`src/hw/rtl/ktf_pkg.sv`:
```
// package for the tilt angle filter: payload types, constants, helpers
// no dependencies
package ktf_pkg;
    localparam int FRAC_BITS_DEF = 24;
    localparam int CFG_IDX_W = 2;
    localparam int CFG_DATA_W = 24;
    localparam logic [CFG_IDX_W-1:0] REG_DT = 2'd0;
    localparam logic [CFG_IDX_W-1:0] REG_QA = 2'd1;
    localparam logic [CFG_IDX_W-1:0] REG_QG = 2'd2;
    localparam logic [CFG_IDX_W-1:0] REG_R  = 2'd3;

    typedef struct packed {
        logic signed [15:0] measured_angle;
        logic signed [15:0] angular_rate;
    } t_in_beat;

    typedef struct packed {
        logic signed [15:0] filtered_angle;
        logic signed [15:0] rate_bias;
    } t_out_beat;

    // datapath operation codes
    typedef enum logic [3:0] {
        OP_NOP, OP_LOAD, OP_PRED_A, OP_PRED_P0, OP_PRED_P1, OP_PRED_P3,
        OP_GAIN_E, OP_DIV_K0, OP_DIV_K1, OP_UPD_P0, OP_UPD_P1, OP_UPD_P2,
        OP_UPD_P3, OP_UPD_ERR, OP_UPD_A, OP_UPD_B
    } t_op;

    typedef struct packed {
        t_op  op;
        logic mul_go;
        logic div_go;
    } t_cmd;

    typedef struct packed {
        logic mul_done;
        logic div_done;
    } t_sts;

    function automatic logic signed [31:0] sat32(input logic signed [65:0] v);
        if (v > 66'sd2147483647) return 32'sh7fffffff;
        if (v < -66'sd2147483648) return 32'sh80000000;
        return v[31:0];
    endfunction
endpackage

```
`src/hw/rtl/ktf_ctrl.sv`:
```
// sequencer of the tilt filter: steps the datapath through predict and update
// depends on ktf_pkg
module ktf_ctrl (
    input  logic          i_clk,
    input  logic          i_rst_n,
    input  logic          i_in_valid,
    output logic          o_in_stall,
    output logic          o_out_valid,
    input  logic          i_out_stall,
    output logic          o_out_load,
    output ktf_pkg::t_cmd o_cmd,
    input  ktf_pkg::t_sts i_sts
);
    import ktf_pkg::*;

    typedef enum logic [1:0] {S_IDLE, S_ISSUE, S_WAIT, S_DONE} t_state;

    t_state r_state;
    t_op    r_op;
    logic   r_mul_go, r_div_go, r_out_valid;

    function automatic logic is_div(input t_op op);
        return (op == OP_DIV_K0) || (op == OP_DIV_K1);
    endfunction

    function automatic logic is_mul(input t_op op);
        return !(is_div(op) || op == OP_LOAD || op == OP_GAIN_E || op == OP_UPD_ERR
                 || op == OP_NOP);
    endfunction

    logic accept;
    assign accept = i_in_valid && !o_in_stall;
    assign o_in_stall = (r_state != S_IDLE) || (r_out_valid && i_out_stall);

    always_ff @(posedge i_clk) begin
        if (!i_rst_n) begin
            r_state <= S_IDLE;
            r_op <= OP_NOP;
            r_mul_go <= 1'b0;
            r_div_go <= 1'b0;
            r_out_valid <= 1'b0;
        end else begin
            r_mul_go <= 1'b0;
            r_div_go <= 1'b0;
            if (r_out_valid && !i_out_stall) r_out_valid <= 1'b0;
            unique case (r_state)
                S_IDLE: if (accept) begin
                    r_op <= OP_LOAD;
                    r_state <= S_ISSUE;
                end
                S_ISSUE: begin
                    if (is_mul(r_op)) begin
                        r_mul_go <= 1'b1;
                        r_state <= S_WAIT;
                    end else if (is_div(r_op)) begin
                        r_div_go <= 1'b1;
                        r_state <= S_WAIT;
                    end else if (r_op == OP_UPD_B) begin
                        r_state <= S_DONE;
                    end else begin
                        r_op <= t_op'(r_op + 1'b1);
                    end
                end
                S_WAIT: if ((is_mul(r_op) && i_sts.mul_done) ||
                            (is_div(r_op) && i_sts.div_done)) begin
                    if (r_op == OP_UPD_B) begin
                        r_state <= S_DONE;
                    end else begin
                        r_op <= t_op'(r_op + 1'b1);
                        r_state <= S_ISSUE;
                    end
                end
                S_DONE: begin
                    r_out_valid <= 1'b1;
                    r_op <= OP_NOP;
                    r_state <= S_IDLE;
                end
                default: r_state <= S_IDLE;
            endcase
        end
    end

    assign o_cmd.op = r_op;
    assign o_cmd.mul_go = r_mul_go;
    assign o_cmd.div_go = r_div_go;
    assign o_out_valid = r_out_valid;
    assign o_out_load = (r_state == S_DONE);
endmodule

```
`config.mk`:
```
export PLATFORM = sky130hd
export DESIGN_NAME = ktf_ctrl
export DESIGN_NICKNAME = d
export VERILOG_FILES = /design/src/hw/rtl/ktf_pkg.sv /design/src/hw/rtl/ktf_ctrl.sv
export SDC_FILE = /design/constraint.sdc
export NUM_CORES = 1
export LEC_CHECK = 0
export BUFFER_PORTS_ARGS = -buffer_cell sky130_fd_sc_hd__buf_2
export CORE_MARGIN = 5
export CORE_UTILIZATION = 55
export DETAILED_ROUTE_END_ITERATION = 7
export MAX_ROUTING_LAYER = met4
export PLACE_DENSITY = 0.8
export SYNTH_ARGS = -nofsm -noshare
export SYNTH_HDL_FRONTEND = slang
export SYNTH_SLANG_ARGS = --single-unit
```
`constraint.sdc`:
```
create_clock -name i_clk -period 3.41 [get_ports i_clk]
set_clock_uncertainty 0.05 [all_clocks]
set_input_delay 0.682 -clock i_clk [delete_from_list [all_inputs] [get_ports i_clk]]
set_output_delay 0.682 -clock i_clk [all_outputs]
set_load 0.05 [all_outputs]
```
==> summary.txt <==
Clock tree
  • Root buffer cell: clkbuf_4
  • TritonCTS clock tree: yes
  • Worst-Skew Late Latency: 0.27 ns
  • TritonCTS buffer count: 3
  • Clock buffer depth: 2
  • Sink Count: 9
  • H-tree levels: 1
  • CTS Hold Buffers Added: 0
  • Worst-path clk slew: 0.07 ns
  • Post-CTS setup buffer count: 0
  • CTS resizes: 0

Timing
  • Min Tclk post-route: 2.39 ns
  • RSZ-0062 raised after global routing: no
  • Worst-Margin Slew: 0.684 ns
  • # setup viols final: 0
  • Setup TNS: 0 ns
  • Count of final max-slew check failures: 0
  • Slew Limit Headroom: 53.9%
  • Tcrit/Tclk final: 70.2%
  • Highest Clock Rate: 418 MHz
  • Final Hold Vio Count: 0

Global routing
  • Largest net degree at the start of global routing: 16
  • First-pass GRT wire length: 3020 um
  • Tot GR Track Use: 20.0%
  • Vias in the first global route: 673
  • GR Overflow Total: 0
  • Initial antenna violation count: 0

Drt
  • DRC: 0
  • Via count: 737
  • Initial drt markers: 23
  • DR vias/cell: 6.14
  • Wire per inst: 14.6 um
  • Routed Antenna Nets: 0
  • Initial DRT Pass Iterations: 4
  • Final wirelength: 1760 um

Layout
  • Filler cells: 110
  • Commonest cells after routing, fill and taps aside: buf_2 (14), nand2_1 (11), ha_1 (9), dfxtp_1 (9), inv_1 (6)
  • Nets: 121
  • Cell Count, Final, Fillers Out: 120
  • Leading cell type in the layout, fill and taps excluded: buf_2
  • N_diodes: 0
  • Layout cell share with drive strength beyond 1: 24.8%
  • P&R area growth vs syn: 10.1%

Critical path
  • R2R Setup Slk: 1.02 ns
  • Worst path cell trace: inv_1 > ha_1 > and3b_1 > o21ai_0 > o41ai_2 > or4b_4 > o32ai_2
  • CP required: 3.53 ns
  • Crit end category: register
  • Slowest-stage cell, CP: or4b_4
  • Crit Path Max Fanout: 7
  • Crit path kind: reg -> reg
  • Element type at the critical path start: register
  • Crit path DAT: 2.52 ns
  • CP max stage delay: 0.59 ns

Pwr
  • Sw Pwr: 297 uW
  • Sw Share: 48.3%
  • Share of power burned in registers: 23.8%
  • Clock power frac: 14.0%
  • Cell Pwr Density: 726 nW/um^2
  • Peak supply drop: 0.438 mV
  • Lkg Pwr: 0.368 nW
  • Total Power: 616 uW
  • P_int: 319 uW
  • Comb pwr share: 62.2%

Logic synthesis
  • Main area contributors after synthesis: dfxtp_1 (23%), ha_1 (15%), nand2_1 (5.4%)
  • Post-synth EDFFs: 0
  • Synth Instances: 92
  • Avg Cell Area, Syn: 8.38 um^2
  • Syn Std Cell Area: 771 um^2
  • Top-area cell type share of the netlist area: 23.4%
  • Top FF cell, synth: dfxtp_1
  • Async set or reset register ratio after synthesis: 0%
  • Warnings, synthesis: 0
  • Sequential fraction of the synthesis area: 23.4%
  • Synthesized net count: 107
  • Yosys reg bits: 9
  • Synth cell types: 41
  • Cell accounting for the most synthesized area: dfxtp_1

Floorplan
  • Die H: 47.4 um
  • Core region area: 1320 um^2
  • Initial Utilization: 58.5%
  • Site Rows: 13
  • Die width: 47.4 um
  • Die area: 2250 um^2
  • Number of top-level pins: 15

Run status
  • Status: completed

Min path
  • Type of the most critical hold path: reg -> reg

Placement
  • DP Wirelength: 1340 um
  • Routability cong.: 0.908
  • Placed cell count: 116
  • Port bufs: 14

Flow run
  • Max Cap Violations: 0
-- flip-flops by register name (all words and copies together) (netlist names) --
name and count:
r_div_go 1, r_op 4, r_mul_go 1, o_out_valid 1, r_state 2
-- path summary, 6_finish.rpt --
check	start	end	depth (start not counted)
worst min register to register	r_state[0]	r_state[0]	2
worst max-delay path	r_op[0]	r_op[3]	7
worst max register to register	r_op[0]	r_op[3]	7
worst min-delay path	r_state[0]	r_state[0]	2
-- layout make-up --
type,count,area (um^2),area share (%)
clock buffer,4,26.3,3.10
inverter,7,26.3,3.10
multi-input combinational,71,527,62.1
sequential,9,180,21.2
tap,15,18.8,2.21
timing repair buffer,14,70.1,8.26
-- through the flow --
step	worst slack (ns)	hold slack, ns	instance area, um^2	utilization, %
6_report	1.02	0.476	848	64.4
4_1_cts	1.05	0.476	848	64.4
2_1_floorplan	0.859	0.441	771	-
5_1_grt	0.846	0.524	848	64.4
3_5_place_dp	1.08	0.473	822	62.4
3_3_place_gp	1.18	0.466	822	62.4
-- cells in the mapped netlist, types with 2 or more instances --
cell type / number
nand2b_1: 2
nor2_1: 2
dfxtp_1: 9
nor2b_1: 3
mux2i_1: 2
nand3b_1: 2
nand3_1: 5
ha_1: 9
nor3_1: 3
o21ai_0: 2
nand4_1: 2
nand2_1: 11
inv_1: 6
and3b_1: 2
buf_4: 3
o22ai_1: 4
-- critical path: cells and delay by family, from the launching register on --
family	cells	cell delay, ns
AND/OR/NAND/NOR	2	0.80
AO/OA/AOI/OAI	3	0.65
flip-flops	1	0.43
adder cells (fa/ha/maj)	1	0.24
buffers and inverters	1	0.11
-- kinds of logic (layout without fill, tap and decap cells) --
| group | count (synthesis) | in the layout | synth area share (%) |
|---|---|---|---|
| AOI/OAI and AO/OA | 19 | 19 | 20.1 |
| and+or+nand+nor | 41 | 41 | 31.0 |
| buffers and inverters | 12 | 25 | 8.28 |
| DFF | 9 | 9 | 23.4 |
| muxes | 2 | 2 | 2.60 |
| adders and majority gates | 9 | 9 | 14.6 |
-- routing by layer --
metal  GRT usage (%)  vias up  wire [um]
li1                -      358          -
met4            13.3        0         57
met1            25.7      330        781
met2            29.1       45        752
met5               -        -          0
met3            2.26        4        165
-- power groups by stage --
| stage | sequential [mW] | clock [mW] | combinational [mW] |
|---|---|---|---|
| 2_1_floorplan | 0.168 | 0 | 0.286 |
| 3_3_place_gp | 0.146 | 0 | 0.374 |
| 3_5_place_dp | 0.149 | 0 | 0.379 |
| 4_1_cts | 0.146 | 0.0874 | 0.381 |
| 5_1_grt | 0.151 | 0.0951 | 0.423 |
| 6_report | 0.147 | 0.0862 | 0.383 |
Note: power is estimated with default switching activity, not from simulation.
